### config.mk
export PLATFORM = sky130hd
export DESIGN_NAME = spc_ctrl
export DESIGN_NICKNAME = d
export VERILOG_FILES = /design/src/hw/rtl/spc_pkg.sv /design/src/hw/rtl/spc_ctrl.sv
export SDC_FILE = /design/constraint.sdc
export NUM_CORES = 1
export LEC_CHECK = 0
export ABC_AREA = 1
export BUFFER_PORTS_ARGS = -buffer_cell sky130_fd_sc_hd__buf_2
export CORE_AREA = 2 2 39 41
export DETAILED_ROUTE_END_ITERATION = 8
export DIE_AREA = 0 0 41 43
export MAX_ROUTING_LAYER = met4
export PLACE_DENSITY = 0.59
export SYNTH_ARGS = -nofsm -noshare
export SYNTH_HDL_FRONTEND = slang
export SYNTH_SLANG_ARGS = --single-unit
### constraint.sdc
create_clock -name clk_i -period 1.1 [get_ports clk_i]
set_input_delay 0.11 -clock clk_i [delete_from_list [all_inputs] [get_ports clk_i]]
set_output_delay 0.11 -clock clk_i [all_outputs]
set_load 0.02 [all_outputs]
### src/hw/rtl/spc_pkg.sv
// spc_pkg: shared types and constants of the sprite pixel collision block
// used by the controller, datapath and top level of the block and by its checker; no dependencies
`default_nettype none

package spc_pkg;

  localparam int unsigned SIZE_W  = 7;
  localparam int unsigned COLOR_W = 16;
  localparam int unsigned COORD_W = 16;
  localparam int unsigned PIX_W   = 6;
  localparam int unsigned CRD_W   = 18;
  localparam int unsigned CFG_IDX_W = 3;
  localparam int unsigned CFG_DATA_W = 16;

  typedef enum logic [1:0] {
    ACT_LOAD_A = 2'd0,
    ACT_LOAD_B = 2'd1,
    ACT_CHECK  = 2'd2
  } action_e;

  localparam logic [CFG_IDX_W-1:0] REG_WIDTH_A  = 3'd0;
  localparam logic [CFG_IDX_W-1:0] REG_HEIGHT_A = 3'd1;
  localparam logic [CFG_IDX_W-1:0] REG_WIDTH_B  = 3'd2;
  localparam logic [CFG_IDX_W-1:0] REG_HEIGHT_B = 3'd3;
  localparam logic [CFG_IDX_W-1:0] REG_KEY      = 3'd4;

  localparam logic [SIZE_W-1:0]  SIZE_RST = 7'd16;
  localparam logic [COLOR_W-1:0] KEY_RST  = 16'd63519;

  typedef struct packed {
    logic load_a;
    logic load_b;
    logic capture;
    logic corner;
    logic bound;
    logic span;
    logic read;
    logic publish;
  } spc_cmd_t;

  typedef struct packed {
    logic empty;
    logic last_row;
  } spc_stat_t;

endpackage

`default_nettype wire

### src/hw/rtl/spc_ctrl.sv
// spc_ctrl: state machine sequencing loads, the check setup and the row scan
// depends on spc_pkg
`default_nettype none

module spc_ctrl (
  input  wire logic                 clk_i,
  input  wire logic                 rst_ni,
  input  wire logic                 item_valid_i,
  input  wire logic [1:0]           action_i,
  output logic                      item_ready_o,
  input  wire logic                 hit_ready_i,
  output logic                      hit_valid_o,
  input  wire spc_pkg::spc_stat_t   stat_i,
  output spc_pkg::spc_cmd_t         cmd_o
);

  localparam logic [2:0] ST_IDLE   = 3'd0;
  localparam logic [2:0] ST_CORNER = 3'd1;
  localparam logic [2:0] ST_BOUND  = 3'd2;
  localparam logic [2:0] ST_SPAN   = 3'd3;
  localparam logic [2:0] ST_SCAN   = 3'd4;
  localparam logic [2:0] ST_DRAIN  = 3'd5;
  localparam logic [2:0] ST_FINISH = 3'd6;

  logic [2:0] state_q, state_d;
  logic       out_valid_q, out_valid_d;
  logic       acc;
  logic       publish;

  assign item_ready_o = (state_q == ST_IDLE);
  assign acc          = item_valid_i && item_ready_o;
  assign publish      = (state_q == ST_FINISH) && (!out_valid_q || hit_ready_i);
  assign hit_valid_o  = out_valid_q;

  always_comb begin
    cmd_o         = '0;
    cmd_o.load_a  = acc && (action_i == spc_pkg::ACT_LOAD_A);
    cmd_o.load_b  = acc && (action_i == spc_pkg::ACT_LOAD_B);
    cmd_o.capture = acc && (action_i == spc_pkg::ACT_CHECK);
    cmd_o.corner  = (state_q == ST_CORNER);
    cmd_o.bound   = (state_q == ST_BOUND);
    cmd_o.span    = (state_q == ST_SPAN);
    cmd_o.read    = (state_q == ST_SCAN);
    cmd_o.publish = publish;
  end

  always_comb begin
    state_d = state_q;
    unique case (state_q)
      ST_IDLE: begin
        if (acc && (action_i == spc_pkg::ACT_CHECK)) state_d = ST_CORNER;
      end
      ST_CORNER: state_d = ST_BOUND;
      ST_BOUND:  state_d = ST_SPAN;
      ST_SPAN: begin
        state_d = stat_i.empty ? ST_FINISH : ST_SCAN;
      end
      ST_SCAN: begin
        if (stat_i.last_row) state_d = ST_DRAIN;
      end
      ST_DRAIN:  state_d = ST_FINISH;
      ST_FINISH: begin
        if (publish) state_d = ST_IDLE;
      end
      default:   state_d = ST_IDLE;
    endcase
  end

  always_comb begin
    out_valid_d = out_valid_q;
    if (out_valid_q && hit_ready_i) out_valid_d = 1'b0;
    if (publish) out_valid_d = 1'b1;
  end

  always_ff @(posedge clk_i or negedge rst_ni) begin
    if (!rst_ni) begin
      state_q     <= ST_IDLE;
      out_valid_q <= 1'b0;
    end else begin
      state_q     <= state_d;
      out_valid_q <= out_valid_d;
    end
  end

endmodule

`default_nettype wire

* Yosys cells after proc, flatten, opt, wreduce, memory -nomap -nowiden
Cells that the tools add are included.
** Word-level totals
- Bits in registers :: 4
- Word-level logic and storage cells :: 32
** Operators by class
- Eq/ne operators :: 11
- Muxes and demuxes :: 7
- Reductions and logical operators :: 12
** Operator list (number)
- 3-bit one-hot mux with 7 select lines :: 1
- 3-bit == test, second input constant :: 3
- 3-bit 2-to-1 mux :: 3
- 3-bit by 2-bit == test with 1-bit output, second input constant :: 2
- 1-bit logical AND :: 6
- 2-bit != test, second input constant :: 2
- 3-bit by 1-bit == test with 1-bit output, second input constant :: 1
- 3-bit zero test :: 1
- 3-bit AND reduction :: 1
- 2-bit by 1-bit == test with 1-bit output, second input constant :: 1
- 2-bit == test, second input constant :: 1
- 2-bit zero test :: 1
- 1-bit 2-to-1 mux :: 2
- 2-bit 2-to-1 mux :: 1
- 2-bit by 1-bit != test with 1-bit output, second input constant :: 1
- 2-bit nonzero test :: 1
- 1-bit zero test :: 1
- 1-bit logical OR :: 1

* Depth between registers and ports, before layout
Gate-level depths: netlist of run 1.
- Depth after elaboration :: 5
- Mapped depth :: 7
- Mapped depth without buffers :: 7

* Least setup slack after synthesis of run 1
No wires, ideal clock.
- Kind :: flip-flop to output port
- Start point :: reg state_q[0]
- End point :: out cmd_o[5] in the netlist's numbering
- Arrival time :: 1.171 ns
- Slack :: -0.181 ns
- Stages on the path, launching flop included :: 7
- Path through :: dfrtp_1 > buf_6 > nor2_2 > nand2_2 > inv_2 > nand2_2 > nor2_1
** RTL lines
- from (decl) :: line spc_ctrl.sv:25 : logic [2:0] state_q, state_d;
- from (signal assigned) :: line spc_ctrl.sv:80 : state_q <= state_d;
- to (decl) :: line spc_ctrl.sv:14 : output spc_pkg::spc_cmd_t cmd_o

==> metrics.md, run 1 <==
| Metric | Value |
|---|---|
| Outcome | `complete, but fails checks` |
| Failing checks | `negative setup slack` |
| Detailed router's first-iteration violation count | `4` |
| Data required, critical path | `990 ps` |
| Series of cell instances along the critical path | `nor2_4, nand2_2, inv_4, nand2_4, nor3_4, buf_6` |
| Worst hold-check slack | `78.46 ps` |
| Initial standard-cell utilization of the core | `24.50%` |
| Routed WL | `824 um` |
| Largest fanout on the critical path | `3` |
| Share of final-layout standard cells stronger than drive strength 1 | `60.81%` |
| Drt first pass iters | `2` |
| Global placement routability congestion | `0.8241` |
| Warnings, synthesis | `0` |
| GRT Total Usage | `12.59%` |
| Synthesized net count | `56` |
| Setup repair after global routing missed its margin | `true` |
| Nature of the critical path endpoint | `output port` |
| Static Leakage | `0.3220 nW` |
| Main area contributors after synthesis | `dfrtp_1 30%, nand2_2 11%, inv_1 10%, nor3_2 5.9%, nand3_1 4.4%` |
| Post-layout power | `1.576 mW` |
| Fraction of registers with async set/reset | `100.0%` |
| Most repeated cell in the gate-level netlist after synthesis | `inv_1` |
| Skew final | `3.646 ps` |
| CTS H-Tree Depth | `1` |
| Cell at the slowest stage of the critical path | `dfrtp_1` |
| Number of port buffers | `17` |
| Final hold vios | `0` |
| Post-synthesis instance area | `339.1 um^2` |
| Arrival time reported for the critical path endpoint | `1250 ps` |
| Power per cell area | `2692 nW/um^2` |
| DP Wirelength | `672.8 um` |
| Clock slew at reported path FFs | `40 ps` |
| Post-layout nets | `84` |
| Main flop type after synthesis | `dfrtp_1` |
| Flip-flop and latch count after synthesis | `4` |
| Number of I/O pins | `18` |
| Mean instance size in the synthesized netlist | `7.064 um^2` |
| Cell taking the most area after synthesis | `dfrtp_1` |
| Via count | `390` |
| Remaining number of nets flagged by the antenna check after routing | `0` |
| Number of design rule violations left after detail routing | `0` |
| Kind of start point of the critical path | `register` |
| Most frequent cells after synthesis | `9 x inv_1, 6 x nand2_2, 4 x dfrtp_1, 4 x nor2_1` |
| Die outline area | `1763 um^2` |
| Number of standard-cell rows in the floorplan | `14` |
| Worst hold path type | `in -> reg` |
| Sequential-to-total area share from yosys stat | `29.52%` |
| Die extent in x | `41 um` |
| Maximum vdd ir drop | `0.001270 V` |
| Total number of clock tree sinks | `4` |
| Post-synth EDFFs | `0` |
| Global-route wire length before repair | `1414 um` |
| Vias per inst | `4.333` |
| Number of inserted diodes | `0` |
| Yosys top cell area share | `29.52%` |
| Core outline area | `1384 um^2` |
| Antenna violations before repair | `0` |
| Number of endpoints failing setup at the final stage | `9` |
| Layout area overhead | `72.69%` |
| Max Freq | `736.2 MHz` |
| Post-synthesis cell type count | `19` |
| Final critical delay including setup and external delays | `1358 ps` |
| CTS tree | `done` |
| Number of global-route vias before repair | `361` |
| Worst slew margin relative to its limit | `88.71%` |
| Slew at the pin closest to its max-slew limit | `168.8 ps` |
| Max cap viols | `0` |
| Clock Path Buffers | `2` |
| Drt wl/cell | `9.156 um` |
| Cell at the root of the clock tree | `clkbuf_4` |
| Largest net degree at the start of global routing | `8` |
| Crit-path max cell delay | `410 ps` |
| Final worst slack | `-258.3 ps` |
| Max-slew violation count | `0` |
| Number of clock buffers inserted by TritonCTS | `3` |
| Remaining global-route overflow | `0` |
| Startpoint-to-endpoint class of the critical path | `reg -> out` |
| Clock latency at the later pin of the worst-skew pair | `240 ps` |
| Share of the clock period used by the worst path after layout | `123.5%` |
| FILL cells | `137` |
| Die boundary height | `43 um` |
| Syn Inst Count | `48` |
cells by family after synthesis:
| family | Yosys count | share of synthesized area, % |
|---|---|---|
| buf+inv | 14 | 18.82 |
| simple gates | 24 | 40.96 |
| flops | 4 | 29.52 |
| compound gates | 6 | 10.70 |
final cells by class:
type | count | area, um^2 | area share [%]
clock buffers | 3 | 22.52 | 3.846
inverters | 12 | 47.55 | 8.120
multi-input cells | 30 | 205.2 | 35.04
flip-flops and latches | 4 | 100.1 | 17.09
well taps | 16 | 20.02 | 3.419
repair buffers | 25 | 190.2 | 32.48
metrics by stage:
step	util (%)	setup TNS [ps]	area (um^2)	std cells	setup WS [ps]
3_5_place_dp	35.99	-99.94	498.0	85	-78.66
2_1_floorplan	-	-215.0	366.6	48	-108.6
5_1_grt	42.31	-2758	585.6	90	-343.7
4_1_cts	41.77	-2007	578.1	90	-270.7
6_report	42.31	-1926	585.6	90	-258.3
3_3_place_gp	35.99	-56.32	498.0	85	-56.32
layout by cell type, fill, tap and decap left out:
master / n
o211ai_1: 1
buf_6: 6
nor3_1: 1
nor2_1: 3
nor3_4: 2
inv_2: 3
nand4_1: 1
dlygate4sd3_1: 1
o21ai_0: 1
nor2_4: 2
inv_1: 8
nand2_2: 5
o21ai_2: 1
nand3_1: 3
o21ai_1: 1
nor3_2: 1
nand2_1: 3
inv_4: 1
clkbuf_4: 3
nand2_4: 1
buf_4: 9
dfrtp_1: 4
nor2_2: 2
buf_2: 9
a21oi_1: 2
sequential cells by signal, indices dropped and copies added (netlist names):
register     count
state_q          3
hit_valid_o      1
routing by layer:
| metal | track usage [%] | routed length [um] |
|---|---|---|
| met5 | - | 0 |
| met1 | 15.91 | 391 |
| met3 | 4.712 | 65 |
| met4 | 8.000 | 17 |
| met2 | 16.25 | 350 |
worst paths after layout:
kind	startpoint	to	slack [ps]	cells past startpoint
hold / removal	hit_ready_i	hit_valid_o$_DFFE_PN0P_	80	2
hold reg to reg	hit_valid_o$_DFFE_PN0P_	hit_valid_o$_DFFE_PN0P_	570	2
max in group asynchronous	rst_ni	state_q[2]$_DFFE_PN0P_	770	2
setup reg to reg	state_q[0]$_DFFE_PN0P_	state_q[0]$_DFFE_PN0P_	0	8
min in group asynchronous	rst_ni	state_q[0]$_DFFE_PN0P_	200	2
setup / recovery	state_q[0]$_DFFE_PN0P_	cmd_o[7]	-260	6
power breakdown:
group	internal (mW)	total, mW	leakage, nW	switching (mW)
sequential	0.215	0.283	0.0508	0.0676
clock	0.123	0.196	0.0138	0.0727
combinational	0.503	1.10	0.257	0.595
total	0.841	1.58	0.322	0.735
worst max-delay path: cells and delay by family (launching register included):
kind / cells / cell delay (ps)
DFF: 1 / 410
buffers and inverters: 2 / 200
and+or+nand+nor: 4 / 400
repair_timing:
item                                    4_1_cts  5_1_grt
pin swaps                                     3        0
cloned                                        0        0
hold buffers                                  1        0
setup buffers                                 1        1
hold endpoints to repair                      4        0
resized for setup                            14        3
endpoints found under the setup margin        9       12
Power figures use the tool's default switching activity.
==> inputs of run 2 (changes only) <==
- PLACE_DENSITY: 0.59 -> 0.49
- REMOVE_ABC_BUFFERS: not set -> 1
- SETUP_SLACK_MARGIN: not set -> 0.05
==> metrics.md, run 2 (synthesis gave the netlist of run 1 again) <==
| Metric | Value |
|---|---|
| Outcome | `complete, but fails checks (unchanged)` |
| Failing checks | `negative setup slack (unchanged)` |
| Drt wl/cell | `8.609 um (was 9.156 um)` |
| Core outline area | `1384 um^2 (unchanged)` |
| Antenna violations before repair | `0 (unchanged)` |
| Post-layout nets | `86 (was 84)` |
| CTS H-Tree Depth | `1 (unchanged)` |
| Die boundary height | `43 um (unchanged)` |
| Global Route met1 Usage | `11.44% (was 15.91%)` |
| Kind of start point of the critical path | `register (unchanged)` |
| Drt first pass iters | `4 (was 2)` |
| Cell at the slowest stage of the critical path | `dfrtp_1 (unchanged)` |
| Number of endpoints failing setup at the final stage | `9 (unchanged)` |
| Number of I/O pins | `18 (unchanged)` |
| Leading cell types in the layout, fill and taps excluded | `13 x buf_4, 8 x buf_2, 7 x inv_1, 6 x nand2_2, 5 x buf_6 (was 9 x buf_2, 9 x buf_4, 8 x inv_1, 6 x buf_6, 5 x nand2_2)` |
| Slew at the pin closest to its max-slew limit | `175.4 ps (was 168.8 ps)` |
| Met3 demand-to-capacity share in global routing | `4.712% (unchanged)` |
| Detailed router's first-iteration violation count | `3 (was 4)` |
| Largest fanout on the critical path | `3 (unchanged)` |
| Clock slew at reported path FFs | `40 ps (about the same)` |
| Flip-flop count of the largest register after layout | `3 (unchanged)` |
| GR met2 Demand/Resource | `17.19% (was 16.25%)` |
| Maximum vdd ir drop | `0.001100 V (was 0.001270 V)` |
| Via count | `397 (was 390)` |
| Number of inserted diodes | `0 (unchanged)` |
| Crit-path max cell delay | `390 ps (was 410 ps)` |
| Cell seen most often among critical-path stages | `nand2_2` |
| Skew final | `1.401 ps (was 3.646 ps)` |
| Clock Path Buffers | `2 (unchanged)` |
| Number of design rule violations left after detail routing | `0 (unchanged)` |
| Final worst slack | `-224.7 ps (was -258.3 ps)` |
| Number of global-route vias before repair | `356 (was 361)` |
| Die outline area | `1763 um^2 (unchanged)` |
| Worst slew margin relative to its limit | `88.26% (was 88.71%)` |
| Number of clock buffers inserted by TritonCTS | `3 (unchanged)` |
| Largest net degree at the start of global routing | `8 (unchanged)` |
| Vias per inst | `4.315 (was 4.333)` |
| Area taken by multi-input logic gates | `202.7 um^2 (was 205.2 um^2)` |
| Die extent in x | `41 um (unchanged)` |
| Layout area overhead | `76.01% (was 72.69%)` |
| Number of port buffers | `17 (unchanged)` |
| Most common cell after layout, fill and taps aside | `buf_4` |
| Remaining number of nets flagged by the antenna check after routing | `0 (unchanged)` |
| FILL cells | `151 (was 137)` |
| Setup repair after global routing missed its margin | `true (unchanged)` |
| Final critical delay including setup and external delays | `1325 ps (was 1358 ps)` |
| Global-route wire length before repair | `1269 um (was 1414 um)` |
| Number of buffers and inverters on the critical path | `2 (unchanged)` |
| Worst hold path type | `in -> reg (unchanged)` |
| Total number of clock tree sinks | `4 (unchanged)` |
| Nature of the critical path endpoint | `output port (unchanged)` |
| Final sum of negative setup slack | `-1575 ps (was -1926 ps)` |
| Remaining global-route overflow | `0 (unchanged)` |
| Startpoint-to-endpoint class of the critical path | `reg -> out (unchanged)` |
| Largest reg by FF count | `state_q (unchanged)` |
| Largest delay contributor family on the critical path | `flip-flops (unchanged)` |
| Max Freq | `754.9 MHz (was 736.2 MHz)` |
| Global route hottest layer | `met2 (unchanged)` |
| Post-layout power | `1.638 mW (was 1.576 mW)` |
| Global placement routability congestion | `0.6423 (was 0.8241)` |
| DP Wirelength | `616 um (was 672.8 um)` |
| Static Leakage | `0.3210 nW (was 0.3220 nW)` |
| Routed WL | `792 um (was 824 um)` |
| Final hold vios | `0 (unchanged)` |
| Arrival time reported for the critical path endpoint | `1210 ps (was 1250 ps)` |
| CTS tree | `done (unchanged)` |
| Cell at the root of the clock tree | `clkbuf_4 (unchanged)` |
| Max-slew violation count | `0 (unchanged)` |
| GRT Total Usage | `10.55% (was 12.59%)` |
| Share of the clock period used by the worst path after layout | `120.4% (was 123.5%)` |
| Series of cell instances along the critical path | `nor2_2, nand2_2, inv_2, nand2_2, nor3_2, buf_4 (was nor2_4, nand2_2, inv_4, nand2_4, nor3_4, buf_6)` |
| Power per cell area | `2745 nW/um^2 (was 2692 nW/um^2)` |
| Number of standard-cell rows in the floorplan | `14 (unchanged)` |
| Flip-flop and latch area | `100.1 um^2 (unchanged)` |
| Clock latency at the later pin of the worst-skew pair | `230 ps (was 240 ps)` |
| Data required, critical path | `990 ps (about the same)` |
| Initial standard-cell utilization of the core | `24.50% (unchanged)` |
| Max cap viols | `0 (unchanged)` |
| Share of final-layout standard cells stronger than drive strength 1 | `67.11% (was 60.81%)` |
-- run 2: cell count changes in the layout (fill, tap and decap cells not counted), sizes merged --
cell / change
buf: +2
-- run 2: worst reg2reg max path: cells and delay by family, from the launching register on --
kind | cells | cell delay, ps
buf+inv | 4 | 410
flops | 1 | 370
compound gates | 2 | 190
-- run 2: final cells by class --
class | count | area share, %
timing repair buffer | 27 | 34.17
tap | 16 | 3.354
sequential | 4 | 16.77
inverter | 12 | 7.966
multi-input combinational | 30 | 33.96
clock buffer | 3 | 3.774
-- run 2: per-layer routing --
layer	wire length, um	vias to the layer above
met5	0	-
li1	-	203
met1	336	179
met2	394	15
met4	0	0
met3	61	0
-- run 2: worst paths after layout --
| kind | start | endpoint | slack, ps | depth (start not counted) |
|---|---|---|---|---|
| max | state_q[1]$_DFFE_PN0P_ | cmd_o[7] | -220 | 6 |
| min | hit_ready_i | hit_valid_o$_DFFE_PN0P_ | 90 | 2 |
| max reg2reg | state_q[1]$_DFFE_PN0P_ | state_q[2]$_DFFE_PN0P_ | 10 | 6 |
| min reg2reg | hit_valid_o$_DFFE_PN0P_ | hit_valid_o$_DFFE_PN0P_ | 560 | 2 |
| max in group asynchronous | rst_ni | state_q[0]$_DFFE_PN0P_ | 780 | 2 |
| min in group asynchronous | rst_ni | hit_valid_o$_DFFE_PN0P_ | 210 | 2 |
-- run 2: where the power goes --
| group | internal [mW] | switching (mW) |
|---|---|---|
| registers | 0.216 | 0.0490 |
| logic | 0.563 | 0.638 |
| clock network | 0.121 | 0.0517 |
| total | 0.900 | 0.738 |
-- run 2: stage by stage --
step | utilization [%] | std cells | area [um^2] | setup WS (ps) | hold slack, ps
after CTS | 40.87 | 91 | 565.5 | -243.8 | 85.81
after global routing | 43.13 | 92 | 596.8 | -305.1 | 111.2
after floorplan | - | 46 | 320.3 | -183.2 | -185.6
after global placement | 33.45 | 84 | 462.9 | 10.19 | -83.47
after detailed placement | 33.45 | 84 | 462.9 | -11.09 | -83.77
final | 43.13 | 92 | 596.8 | -224.7 | 89.84
-- run 2: what timing repair did --
item                                    in CTS  in global routing
resized for setup                           17                  6
pin swaps                                    0                  1
endpoints found under the setup margin       9                 12
buffers inserted                             4                  1
hold buffers                                 1                  0
hold endpoints to repair                     4                  0
==> inputs of run 3 (changes only) <==
--- a/config.mk
+++ b/config.mk
@@ -13,3 +13,2 @@
 export MAX_ROUTING_LAYER = met4
-export PLACE_DENSITY = 0.49
 export REMOVE_ABC_BUFFERS = 1
--- a/constraint.sdc
+++ b/constraint.sdc
@@ -3,2 +3,2 @@
 set_output_delay 0.11 -clock clk_i [all_outputs]
-set_load 0.02 [all_outputs]
+set_load 0.05 [all_outputs]
==> metrics.md, run 3 (synthesis gave the netlist of run 1 again) <==
| Metric | Value |
|---|---|
| Core outline area | `1384 um^2 (unchanged)` |
| Max Freq | `730.4 MHz (was 754.9 MHz)` |
| Clock slew at reported path FFs | `40 ps (about the same)` |
| Vias per inst | `4.468 (was 4.315)` |
| Crit-path max cell delay | `440 ps (was 390 ps)` |
| Series of cell instances along the critical path | `inv_2, nand2_2, inv_2, nand2_4, nor3_4, buf_6 (was nor2_2, nand2_2, inv_2, nand2_2, nor3_2, buf_4)` |
| Arrival time reported for the critical path endpoint | `1260 ps (was 1210 ps)` |
| Post-route core utilization | `51.09% (was 43.13%)` |
| Number of clock buffers inserted by TritonCTS | `3 (unchanged)` |
| Part of the power in combinational logic | `79.5% (was 73.3%)` |
| Cell seen most often among critical-path stages | `inv_2 (was nand2_2)` |
| Cell at the root of the clock tree | `clkbuf_4 (unchanged)` |
| DP Wirelength | `654.8 um (was 616 um)` |
| Number of design rule violations left after detail routing | `0 (unchanged)` |
| Final hold vios | `0 (unchanged)` |
| Outcome | `complete, but fails checks (unchanged)` |
| Detailed router's first-iteration violation count | `4 (was 3)` |
| Static Leakage | `0.3611 nW (was 0.3210 nW)` |
| Global-route wire length before repair | `1504 um (was 1269 um)` |
| CTS H-Tree Depth | `1 (unchanged)` |
| Flip-flop and latch area | `101.3 um^2 (was 100.1 um^2)` |
| Cell at the slowest stage of the critical path | `dfrtp_2 (was dfrtp_1)` |
| Nature of the critical path endpoint | `output port (unchanged)` |
| Via count | `420 (was 397)` |
| Number of standard-cell rows in the floorplan | `14 (unchanged)` |
| Final critical delay including setup and external delays | `1369 ps (was 1325 ps)` |
| Largest net degree at the start of global routing | `7 (was 8)` |
| Number of endpoints failing setup at the final stage | `12 (was 9)` |
| Worst hold-check slack | `91.00 ps (was 89.84 ps)` |
| Share of total power in the clock network | `8.1% (was 10.6%)` |
| Data required, critical path | `990 ps (about the same)` |
| Most common cell after layout, fill and taps aside | `buf_6 (was buf_4)` |
| Area taken by multi-input logic gates | `249.0 um^2 (was 202.7 um^2)` |
| Worst hold path type | `in -> reg (unchanged)` |
| Initial standard-cell utilization of the core | `24.50% (unchanged)` |
| Worst slew margin relative to its limit | `80.13% (was 88.26%)` |
| Startpoint-to-endpoint class of the critical path | `reg -> out (unchanged)` |
| Max cap viols | `0 (unchanged)` |
| Global placement routability congestion | `0.7290 (was 0.6423)` |
| Internal power | `1.071 mW (was 0.8998 mW)` |
| Layout area overhead | `108.5% (was 76.01%)` |
| Share of the clock period used by the worst path after layout | `124.5% (was 120.4%)` |
| Setup repair after global routing missed its margin | `true (unchanged)` |
| Power per cell area | `3143 nW/um^2 (was 2745 nW/um^2)` |
| Leading cell types in the layout, fill and taps excluded | `11 x buf_6, 8 x buf_2, 6 x inv_2, 6 x buf_4, 5 x inv_1 (was 13 x buf_4, 8 x buf_2, 7 x inv_1, 6 x nand2_2, 5 x buf_6)` |
| Remaining global-route overflow | `0 (unchanged)` |
| Routed WL | `983 um (was 792 um)` |
| Largest fanout on the critical path | `3 (unchanged)` |
| Number of I/O pins | `18 (unchanged)` |
| CTS tree | `done (unchanged)` |
| Number of buffers and inverters on the critical path | `3 (was 2)` |
| Share of final-layout standard cells stronger than drive strength 1 | `74.36% (was 67.11%)` |
| Kind of start point of the critical path | `register (unchanged)` |
| Post-layout nets | `88 (was 86)` |
| Antenna violations before repair | `0 (unchanged)` |
| Slew at the pin closest to its max-slew limit | `297.0 ps (was 175.4 ps)` |
| FILL cells | `135 (was 151)` |
| Clock Path Buffers | `2 (unchanged)` |
| Max-slew violation count | `0 (unchanged)` |
| Pre-CTS WS | `-100.3 ps (was -11.09 ps)` |
| Failing checks | `negative setup slack (unchanged)` |
| Final worst slack | `-269.0 ps (was -224.7 ps)` |
| Die outline area | `1763 um^2 (unchanged)` |
| Skew final | `7.601 ps (was 1.401 ps)` |
| GRT Total Usage | `13.53% (was 10.55%)` |
| Post-layout power | `2.222 mW (was 1.638 mW)` |
| Power spent charging and discharging nets | `1.150 mW (was 0.7384 mW)` |
| Drt wl/cell | `10.46 um (was 8.609 um)` |
| Number of port buffers | `17 (unchanged)` |
| Total number of clock tree sinks | `4 (unchanged)` |
| Largest delay contributor family on the critical path | `flip-flops (unchanged)` |
| Flip-flop count of the largest register after layout | `3 (unchanged)` |
| Maximum vdd ir drop | `0.001250 V (was 0.001100 V)` |
| Die boundary height | `43 um (unchanged)` |
| Drt first pass iters | `2 (was 4)` |
| Remaining number of nets flagged by the antenna check after routing | `0 (unchanged)` |
| Die extent in x | `41 um (unchanged)` |
| Number of global-route vias before repair | `424 (was 356)` |
| Number of inserted diodes | `0 (unchanged)` |
| Sequential share of power | `12.3% (was 16.2%)` |
| Clock latency at the later pin of the worst-skew pair | `240 ps (was 230 ps)` |
| Largest reg by FF count | `state_q (unchanged)` |
| Sw Ratio | `51.78% (was 45.08%)` |
## run 3: power groups by stage
stage	registers, mW	logic (mW)	clock network, mW
after floorplan	0.363	0.712	0
after global placement	0.269	1.15	0
after detailed placement	0.272	1.16	0
after CTS	0.276	1.52	0.189
after global routing	0.288	1.88	0.199
final	0.274	1.77	0.181
## run 3: path summary, 6_finish.rpt
check / start / endpoint / slack (ps) / cells past startpoint
min reg2reg: hit_valid_o$_DFFE_PN0P_ / hit_valid_o$_DFFE_PN0P_ / 560 / 2
max reg2reg: state_q[1]$_DFFE_PN0P_ / state_q[0]$_DFFE_PN0P_ / -20 / 9
max in group asynchronous: rst_ni / state_q[2]$_DFFE_PN0P_ / 760 / 2
min: hit_ready_i / hit_valid_o$_DFFE_PN0P_ / 90 / 2
max: state_q[2]$_DFFE_PN0P_ / cmd_o[7] / -270 / 6
min in group asynchronous: rst_ni / state_q[2]$_DFFE_PN0P_ / 210 / 2
## run 3: repair_timing
action | CTS | global route
endpoints found under the setup margin | 10 | 12
cloned | 0 | 0
buffers inserted | 3 | 2
hold endpoints to repair | 4 | 0
hold buffers | 1 | 0
pin swaps | 2 | 3
gates resized for setup | 32 | 16
## run 3: area by class of cell
cell class	count	share of cell area (%)
Inverter	12	7.080
Clock buffer	3	3.186
Sequential cell	4	14.34
Tap cell	16	2.832
Multi-Input combinational cell	30	35.22
Timing Repair Buffer	29	37.35
## run 3: worst register-to-register path, cell delays in order (launching register included)
cell	delay (ps)
dfrtp_1	380
buf_4	160
nand2_4	70
nor2_4	40
buf_4	120
nand2_2	60
nand2_2	50
inv_2	50
nand2_2	40
nor2_2	70
## run 3: layer usage
metal / share of wire [%] / routed length, um / track usage, % / vias up
li1: - / - / - / 209
met1: 33 / 321 / 11.07 / 198
met2: 63 / 620 / 24.38 / 13
met3: 4.2 / 41 / 2.094 / 0
met4: 0 / 0 / 10.00 / 0
met5: 0 / 0 / - / -
## run 3: per-stage QoR
stage | cells | instance area, um^2 | setup TNS (ps)
global route | 94 | 706.9 | -2766
floorplan | 46 | 320.3 | -4294
CTS | 92 | 625.6 | -1940
global placement | 85 | 470.5 | -311.6
detailed placement | 85 | 470.5 | -446.9
finish | 94 | 706.9 | -2052
